File: config.mk
export PLATFORM = sky130hd
export DESIGN_NAME = battery_fault_persistence_monitor
export DESIGN_NICKNAME = d
export VERILOG_FILES = /design/src/hdl/bfpm_pkg.sv /design/src/hdl/battery_fault_persistence_monitor.sv
export SDC_FILE = /design/constraint.sdc
export NUM_CORES = 1
export LEC_CHECK = 0
export ABC_AREA = 1
export BUFFER_PORTS_ARGS = -buffer_cell sky130_fd_sc_hd__clkbuf_2
export CAP_MARGIN = 20
export CELL_PAD_IN_SITES_DETAIL_PLACEMENT = 0
export CELL_PAD_IN_SITES_GLOBAL_PLACEMENT = 2
export CORE_MARGIN = 2
export CORE_UTILIZATION = 39
export DETAILED_ROUTE_END_ITERATION = 8
export GPL_ROUTABILITY_DRIVEN = 0
export PLACE_DENSITY = 0.95
export SLEW_MARGIN = 40
export SYNTH_ARGS = -nofsm -noshare
export SYNTH_HDL_FRONTEND = slang
export SYNTH_SLANG_ARGS = --single-unit
File: constraint.sdc
create_clock -name clock -period 8.6 [get_ports clock]
set_input_delay 0 -clock clock [delete_from_list [all_inputs] [get_ports clock]]
set_output_delay 0 -clock clock [all_outputs]
set_load 0.01 [all_outputs]
File: src/hdl/bfpm_pkg.sv
// shared types, widths and constants of the battery fault persistence monitor
package bfpm_pkg;

   // field widths
   localparam int MvWidth    = 16;
   localparam int TempWidth  = 12;
   localparam int StampWidth = 32;
   localparam int NumChan    = 6;
   localparam int CsrIdxW    = 3;
   localparam int CsrDataW   = 16;

   // packed beat widths, padded to whole bytes
   localparam int ReqFieldBits = 2 * MvWidth + TempWidth + StampWidth + 1;
   localparam int ReqDataW     = ((ReqFieldBits + 7) / 8) * 8;
   localparam int RspFieldBits = 2 * NumChan;
   localparam int RspDataW     = ((RspFieldBits + 7) / 8) * 8;

   typedef logic [MvWidth-1:0]           mv_type;
   typedef logic signed [TempWidth-1:0]  temp_type;
   typedef logic [StampWidth-1:0]        stamp_type;
   typedef logic [NumChan-1:0]           chan_mask_type;

   // channel bit positions
   localparam int ChOvWarn  = 0;
   localparam int ChOvFault = 1;
   localparam int ChUvWarn  = 2;
   localparam int ChUvFault = 3;
   localparam int ChOtWarn  = 4;
   localparam int ChOtFault = 5;

   // latched fault channels, cleared by the manual clear
   localparam chan_mask_type FaultMask = chan_mask_type'(6'b10_1010);

   // persistence times in ms
   localparam stamp_type HoldShortMs = stamp_type'(3000);
   localparam stamp_type HoldLongMs  = stamp_type'(4000);
   localparam stamp_type HoldMs [NumChan] = '{
      HoldShortMs, HoldLongMs, HoldLongMs, HoldShortMs, HoldShortMs, HoldLongMs
   };

   // fixed ot warn release level, 55.0 C
   localparam temp_type OtWarnClearDc = temp_type'(550);

   // register reset values
   localparam mv_type   OvWarnSetRst   = mv_type'(4250);
   localparam mv_type   OvWarnClearRst = mv_type'(4230);
   localparam mv_type   OvFaultRst     = mv_type'(4350);
   localparam mv_type   UvWarnSetRst   = mv_type'(2800);
   localparam mv_type   UvWarnClearRst = mv_type'(2900);
   localparam mv_type   UvFaultRst     = mv_type'(1700);
   localparam temp_type OtWarnSetRst   = temp_type'(580);
   localparam temp_type OtFaultRst     = temp_type'(650);

   // register indexes
   typedef enum logic [CsrIdxW-1:0] {
      REG_OV_WARN_SET   = 3'd0,
      REG_OV_WARN_CLEAR = 3'd1,
      REG_OV_FAULT      = 3'd2,
      REG_UV_WARN_SET   = 3'd3,
      REG_UV_WARN_CLEAR = 3'd4,
      REG_UV_FAULT      = 3'd5,
      REG_OT_WARN_SET   = 3'd6,
      REG_OT_FAULT      = 3'd7
   } csr_idx_type;

endpackage

File: src/hdl/battery_fault_persistence_monitor.sv
// battery fault persistence monitor: six debounced threshold channels per tick
// path: accepted req beat -> input register -> result register -> rsp beat
// one beat per cycle unless rsp stalls; the six channels compare and subtract in parallel
// the armed flags feed back within the single evaluation cycle, so ticks chain back to back
// reset: synchronous, clears armed flags and valid flags, loads default thresholds
// start stamps have no reset and are read only while their channel is armed
module battery_fault_persistence_monitor (
   input  logic                           clock,
   input  logic                           reset,
   // max_cell_mv[15:0], min_cell_mv[31:16], max_temp_dc[43:32],
   // now_ms[75:44], clear_latched[76], zero fill above
   input  logic [bfpm_pkg::ReqDataW-1:0]  req_tdata,
   input  logic                           req_tvalid,
   output logic                           req_tready,
   // reported_mask[5:0], armed_mask[11:6], zero fill above
   output logic [bfpm_pkg::RspDataW-1:0]  rsp_tdata,
   output logic                           rsp_tvalid,
   input  logic                           rsp_tready,
   input  logic                           csr_we,
   input  bfpm_pkg::csr_idx_type          csr_index,
   input  logic [bfpm_pkg::CsrDataW-1:0]  csr_wdata
);
   import bfpm_pkg::*;

   // threshold registers
   mv_type   ov_warn_set_ff, ov_warn_clear_ff, ov_fault_ff;
   mv_type   uv_warn_set_ff, uv_warn_clear_ff, uv_fault_ff;
   temp_type ot_warn_set_ff, ot_fault_ff;

   // input register
   logic      in_vld_ff;
   mv_type    max_cell_ff, min_cell_ff;
   temp_type  max_temp_ff;
   stamp_type now_ff;
   logic      clear_ff;

   // channel state
   chan_mask_type armed_ff, armed_in;
   stamp_type     stamp_ff [NumChan];

   // result register
   logic          rsp_vld_ff;
   chan_mask_type rep_ff, rep_in, armed_out_ff;

   logic          advance;
   chan_mask_type cond, release_c, armed_pre, arm_now;
   stamp_type     elapsed [NumChan];

   // handshake: the eval stage moves when the result slot is free or being taken
   assign advance    = in_vld_ff && (!rsp_vld_ff || rsp_tready);
   assign req_tready = !in_vld_ff || advance;
   assign rsp_tvalid = rsp_vld_ff;
   assign rsp_tdata  = {{(RspDataW - RspFieldBits){1'b0}}, armed_out_ff, rep_ff};

   // configuration writes
   always_ff @(posedge clock) begin
      if (reset) begin
         ov_warn_set_ff   <= OvWarnSetRst;
         ov_warn_clear_ff <= OvWarnClearRst;
         ov_fault_ff      <= OvFaultRst;
         uv_warn_set_ff   <= UvWarnSetRst;
         uv_warn_clear_ff <= UvWarnClearRst;
         uv_fault_ff      <= UvFaultRst;
         ot_warn_set_ff   <= OtWarnSetRst;
         ot_fault_ff      <= OtFaultRst;
      end else if (csr_we) begin
         case (csr_index)
            REG_OV_WARN_SET:   ov_warn_set_ff   <= csr_wdata;
            REG_OV_WARN_CLEAR: ov_warn_clear_ff <= csr_wdata;
            REG_OV_FAULT:      ov_fault_ff      <= csr_wdata;
            REG_UV_WARN_SET:   uv_warn_set_ff   <= csr_wdata;
            REG_UV_WARN_CLEAR: uv_warn_clear_ff <= csr_wdata;
            REG_UV_FAULT:      uv_fault_ff      <= csr_wdata;
            REG_OT_WARN_SET:   ot_warn_set_ff   <= temp_type'(csr_wdata[TempWidth-1:0]);
            REG_OT_FAULT:      ot_fault_ff      <= temp_type'(csr_wdata[TempWidth-1:0]);
            default: ;
         endcase
      end
   end

   // input register control
   always_ff @(posedge clock) begin
      if (reset) begin
         in_vld_ff <= 1'b0;
      end else if (req_tready) begin
         in_vld_ff <= req_tvalid;
      end
   end

   // input register payload
   always_ff @(posedge clock) begin
      if (req_tvalid && req_tready) begin
         max_cell_ff <= req_tdata[MvWidth-1:0];
         min_cell_ff <= req_tdata[2*MvWidth-1:MvWidth];
         max_temp_ff <= temp_type'(req_tdata[2*MvWidth+TempWidth-1:2*MvWidth]);
         now_ff      <= req_tdata[2*MvWidth+TempWidth+StampWidth-1:2*MvWidth+TempWidth];
         clear_ff    <= req_tdata[ReqFieldBits-1];
      end
   end

   // channel conditions and warning releases
   always_comb begin
      cond[ChOvWarn]       = max_cell_ff >= ov_warn_set_ff;
      cond[ChOvFault]      = max_cell_ff >= ov_fault_ff;
      cond[ChUvWarn]       = min_cell_ff <= uv_warn_set_ff;
      cond[ChUvFault]      = min_cell_ff <= uv_fault_ff;
      cond[ChOtWarn]       = max_temp_ff >= ot_warn_set_ff;
      cond[ChOtFault]      = max_temp_ff >= ot_fault_ff;
      release_c            = '0;
      release_c[ChOvWarn]  = max_cell_ff < ov_warn_clear_ff;
      release_c[ChUvWarn]  = min_cell_ff >= uv_warn_clear_ff;
      release_c[ChOtWarn]  = max_temp_ff < OtWarnClearDc;
   end

   // per channel arm, report and disarm; manual clear applies first
   always_comb begin
      armed_pre = clear_ff ? (armed_ff & ~FaultMask) : armed_ff;
      armed_in  = armed_pre;
      arm_now   = '0;
      rep_in    = '0;
      for (int i = 0; i < NumChan; i++) begin
         elapsed[i] = now_ff - stamp_ff[i];
         if (cond[i]) begin
            if (!armed_pre[i]) begin
               armed_in[i] = 1'b1;
               arm_now[i]  = 1'b1;
            end else begin
               rep_in[i] = elapsed[i] >= HoldMs[i];
            end
         end else if (release_c[i]) begin
            armed_in[i] = 1'b0;
         end
      end
   end

   // armed flags and result valid
   always_ff @(posedge clock) begin
      if (reset) begin
         armed_ff   <= '0;
         rsp_vld_ff <= 1'b0;
      end else begin
         if (advance) begin
            armed_ff <= armed_in;
         end
         if (advance) begin
            rsp_vld_ff <= 1'b1;
         end else if (rsp_tready) begin
            rsp_vld_ff <= 1'b0;
         end
      end
   end

   // start stamps and result payload
   always_ff @(posedge clock) begin
      if (advance) begin
         for (int i = 0; i < NumChan; i++) begin
            if (arm_now[i]) begin
               stamp_ff[i] <= now_ff;
            end
         end
         rep_ff       <= rep_in;
         armed_out_ff <= armed_in;
      end
   end

endmodule

Yosys cells after proc, flatten, opt, wreduce, memory -nomap -nowiden
Memories as Yosys holds them, arrays and structs flattened.
Index checks and enable logic that the tools add are counted.
- $add $sub $neg: 6
- $lt $le $gt $ge: 15
- equality and inequality tests: 7
- multiplexer cells: 42
- reductions and logical operators: 22
- operator list (kind ; number):
    $ge 32x12->1 const B ; 6
    $sub 32x32->32 ; 6
    $ge 16x16->1 ; 3
    $mux 1 ; 41
    $le 16x16->1 ; 2
    $reduce_and 2->1 ; 14
    $ge 12x12->1 ; 2
    $lt 16x16->1 ; 1
    $eq 3x3->1 const B ; 4
    $lt 12x11->1 const B ; 1
    $eq 3x2->1 const B ; 2
    $mux 6 ; 1
    $eq 3x1->1 const B ; 1
    $logic_not 3->1 ; 1
    $logic_and 1x1->1 ; 2
    $logic_not 1->1 ; 2
    $logic_or 1x1->1 ; 2
    $reduce_bool 2->1 ; 1
- register bits after elaboration: 217
- RAM bits: 192
- input port bits: 104
- word-level logic and storage cells: 116
- memories kept: 1
- memory list (name ; words ; width ; read ports ; clocked after Yosys merged registers in ; wr ports ; RTL line ; source):
    stamp_ff ; 6 ; 32 ; 6 ; 0 ; 6 ; battery_fault_persistence_monitor.sv:39 ; stamp_type stamp_ff [NumChan];

Depth between registers and ports, before layout
- depth in word-level cells: 6
- gate-level depth with buffers: 20
- mapped depth without buffers: 20

Worst setup path before layout
No wires, ideal clock.
- kind: reg2reg
- from: register min_cell_ff[3]
- to: memory stamp_ff[2][0] (netlist bit), enable pin
- setup time: 461 ps
- arrival: 3419 ps
- required time: 8139 ps
- slack: 4720 ps
- cell stages (with the launch flop): 8
- period minus slack after synthesis: 3880 ps
- path through: edfxtp_1 > ha_1 > a21oi_1 > o21a_1 > o221ai_1 > nand2_1 > a21boi_0 > nor3_1
- RTL lines (what ; RTL line ; source):
    start: declaration ; battery_fault_persistence_monitor.sv:32 ; mv_type max_cell_ff, min_cell_ff;
    start signal: assignment ; battery_fault_persistence_monitor.sv:94 ; min_cell_ff <= req_tdata[2*MvWidth-1:MvWidth];
    end: declaration ; battery_fault_persistence_monitor.sv:39 ;

Worst setup path in the final report
- from: register now_ff[0]
- to: register rep_ff[0] (data pin)
- word-level cells in the longest chain between the ends: 2
- ends and longest elaborated chain (what ; RTL line ; source):
    start: declaration ; battery_fault_persistence_monitor.sv:34 ; stamp_type now_ff;
    start signal: assignment ; battery_fault_persistence_monitor.sv:96 ; now_ff <= req_tdata[2*MvWidth+TempWidth+StampWidth-1:2*MvWidth+TempWidth];
    $sub 32x32->32 ; battery_fault_persistence_monitor.sv:122 ; elapsed[i] = now_ff - stamp_ff[i];
    $ge 32x12->1 ; battery_fault_persistence_monitor.sv:128 ; rep_in[i] = elapsed[i] >= HoldMs[i];
    end signal: assignment ; battery_fault_persistence_monitor.sv:161 ; rep_ff <= rep_in;
    end: declaration ; battery_fault_persistence_monitor.sv:43 ; chan_mask_type rep_ff, rep_in, armed_out_ff;
No other way between the ends.
A chain may end at the register's enable or synchronous reset.

==> results_dict.tcl <==
set metrics [dict create \
    outcome "finished, final reports clean" \
    insertion_delay_ns 0.61 \
    worstPathRequired_ns 8.94 \
    dpl_worst_slack_ns 4.93 \
    grt_max_degree 118 \
    multi_input_area_mm2 0.0168 \
    finalPower_mw 5.71 \
    numPortBuffers 114 \
    core_mm2 0.0805 \
    clkSinkCount 409 \
    power.switching_mw 1.80 \
    drt_iter0_markers 1763 \
    crit_fanout 7 \
    fillers 8392 \
    clockBufferDepth 3 \
    wl_met2_um 44700 \
    drive_gt1_share_pct 6.05 \
    regArea_mm2 0.0110 \
    clkSlewWorstSetupHoldPaths_ns 0.06 \
    grt_pass1_wl_um 150000 \
    synth_edf_count 281 \
    final_common_cell "nand2_1" \
    ys_seq_elements 409 \
    final_cell_mix "nand2_1, inv_1, nor2_1, ha_1, edfxtp_1" \
    r2r_cells 19 \
    wirelength_um 96200 \
    async_reset_ff_share_pct 0 \
    p_comb_share_pct 23.3 \
    hold_viol 0 \
    grt_pass1_vias 27300 \
    dp_cells 5884 \
    yosysUniqueCellTypes 54 \
    period_needed_ns 3.68 \
    reg2reg_to "rep_ff[0]" \
    cp_common_cell "nand2_1" \
    synthCells 4699 \
    reg2reg_slack_ns 4.92 \
    synth_flop_cell "edfxtp_1" \
    antenna_found_initial 5 \
    rows 104 \
    vias_per_cell 4.75 \
    syn_area_mm2 0.0317 \
    area_growth_pct 15.5 \
    cp-start-kind "flop" \
    rr_startpoint "now_ff[0]" \
    post_drt_wl_per_cell_um 15.8 \
    dpl.hpwl_um 74200 \
    crit_chain "buf_4 -> inv_1 -> ha_1 -> inv_1 -> fa_1 -> nand3_1 -> nand3_2 -> nand2_1 -> nand2_1 -> nand2_1 -> nand2_1 -> nand2_1 -> nand2_1 -> nor2_1 -> nand3_1 -> nor2_1 -> nand3_1 -> nor2_1 -> nor2_1" \
    diodes 0 \
    gr-total-overflow 0 \
    design.die.area_mm2 0.0837 \
    synth_top_family_by_area "simple AND/OR/NAND/NOR gates" \
    p_seq_share_pct 39.5 \
    fmax_ghz 0.272 \
    synthSimpleGateAreaFrac_pct 31.4 \
    synth_compound_area_share_pct 8.07 \
    setup_viol 0 \
    cp-end-kind "flop" \
    maxSlewHeadroom_pct 42.6 \
    synthMuxAreaShare_pct 0 \
    critPathCapture "rep_ff[0]" \
    leakage_nw 19.3 \
    drt-met1-wl_um 45200 \
    p_clk_share_pct 37.3 \
    antenna_left 0 \
    dieWidth_um 289 \
    swShare_pct 31.6 \
    initial_core_util_pct 39.4 \
    hold_path_class "input port to flop" \
    slew_viol_final 0 \
    fin_tns_setup_ns 0 \
    vias 28900 \
    die_h_um 289 \
    cts-hold-fix-buffers 108 \
    numCtsBuffers 49 \
    cts_resized 0 \
    wl_met3_um 4190 \
    internal_power_mw 3.90 \
    io_pins 122 \
    synth_xor_area_share_pct 0.938 \
    placed_area_mm2 0.0339 \
    cts_setup_buffers 0 \
    fin_nets 5398 \
    grtUsageTotal_pct 23.1 \
    worstSetupStartpoint "now_ff[0]" \
    layout_setup_ws_ns 4.92 \
    rsz0062_at_grt "false" \
    highest_layer "met4" \
    fin_worst_skew_ns 0.0282 \
    cts-root-buf "clkbuf_16" \
    cts_max_level 2 \
    max_stage_delay_ns 0.43 \
    ys_seq_area_share_pct 34.7 \
    finalInstanceArea_mm2 0.0367 \
    min_period_over_period_pct 42.8 \
    fin_cells 6083 \
    tightest_slew_ns 0.861 \
    critPathSlowestCell "inv_1" \
    drc_errors 0 \
    power.density_mw_per_mm2 156 \
    critical_path_class "flop to flop" \
    synth_fa_ha_area_share_pct 12.4 \
    drt-pass1-iter-count 6 \
    ys_warn_count 0 \
    tritoncts "built" \
    cp.arrival_ns 4.02 \
    synth.avg_cell_area_um2 6.75 \
    maxCapViolations 0 \
    vdd_ir_drop_max_uv 168 \
]
[worst min-delay path by stage]
| stage | start | end | slack, ns | cells after the start |
|---|---|---|---|---|
| 4_1_cts | req_tdata[11] | max_cell_ff[11] | 0.06 | 2 |
| 5_1_grt | req_tdata[12] | max_cell_ff[12] | 0.09 | 2 |
| 6_report | req_tdata[31] | min_cell_ff[15] | 0.11 | 2 |
| 3_5_place_dp | req_tdata[3] | max_cell_ff[3] | 0.18 | 1 |
| 2_1_floorplan | req_tdata[76] | clear_ff | 0.1 | 0 |
| 3_3_place_gp | req_tdata[58] | now_ff[14] | 0.18 | 1 |
[metrics by stage]
stage                     hold slack (ns)  utilization [%]
after floorplan                    0.0989                -
after global placement              0.176             41.9
after detailed placement            0.179             42.1
after CTS                          0.0650             45.5
after global routing               0.0854             45.5
final                               0.106             45.5
[sequential cells by signal (all words and copies together) (netlist names), 12 cells and up]
signal,cells
min_cell_ff,16
ov_fault_ff,16
now_ff,32
ov_warn_set_ff,16
ot_warn_set_ff,12
ov_warn_clear_ff,16
uv_warn_clear_ff,16
max_temp_ff,12
stamp_ff,192
uv_warn_set_ff,16
uv_fault_ff,16
ot_fault_ff,12
max_cell_ff,16
[worst max-delay path: cells and delay by family (launching register included)]
| kind | cells | cell delay (ns) |
|---|---|---|
| fa+ha+maj | 2 | 0.67 |
| flops | 1 | 0.35 |
| simple gates | 14 | 1.68 |
| buf+inv | 3 | 0.70 |
[power by group through the flow]
stage / Sequential, mW / Clock [mW] / Combinational, mW
after floorplan: 2.29 / 0 / 0.893
after global placement: 2.31 / 0 / 1.26
after detailed placement: 2.30 / 0 / 1.28
after CTS: 2.26 / 2.17 / 1.33
after global routing: 2.26 / 2.25 / 1.52
final: 2.25 / 2.13 / 1.33
[cells by family (layout without fill, tap and decap cells)]
group / count (synthesis) / after routing
adders and majority gates: 311 / 311
xor gates and xnor gates: 34 / 34
and+or+nand+nor: 2424 / 2424
buffers and inverters: 1050 / 1371
DFF: 409 / 409
AOI/OAI and AO/OA: 470 / 470
other: 1 / 4
[cell usage after synthesis, types with 3 or more instances]
cell type	n	share of area [%]
nor3_1	36	0.57
fa_1	6	0.38
a21oi_1	265	4.2
buf_4	4	0.095
or2_2	7	0.14
o211ai_1	39	0.92
nand2_2	18	0.35
nand2b_1	3	0.059
nand3_1	237	3.7
nand3b_1	32	0.76
nor4_1	5	0.099
clkbuf_1	29	0.34
a21boi_0	3	0.071
edfxtp_1	281	27
nand2_1	1599	19
clkinv_1	4	0.047
a31oi_1	4	0.079
nor2_1	385	4.6
xor2_1	19	0.52
inv_1	1000	12
o21a_1	3	0.071
nor2_2	10	0.20
nand4_1	59	1.2
dfxtp_1	128	8.1
and2_1	12	0.24
nor3_2	4	0.13
and3_1	3	0.059
ha_1	305	12
inv_2	10	0.12
a21oi_2	3	0.083
o21ai_0	124	2.0
xnor2_1	15	0.41
nand3_2	3	0.095
o21bai_1	18	0.43
a21o_1	3	0.071
[cell type report]
class | instances | area share [%]
clock inverter | 23 | 0.754
timing repair buffer | 266 | 5.65
clock buffer | 68 | 3.73
tap | 1060 | 3.62
multi-input combinational | 3243 | 45.9
sequential | 409 | 30.0
inverter | 1014 | 10.4
[routing by layer]
metal	GRT usage (%)	vias to the layer above
met5	0	-
met4	5.10	0
met3	2.43	104
met2	39.7	503
met1	31.2	13000
li1	-	15300
Note: power is estimated with default switching activity, not from simulation.
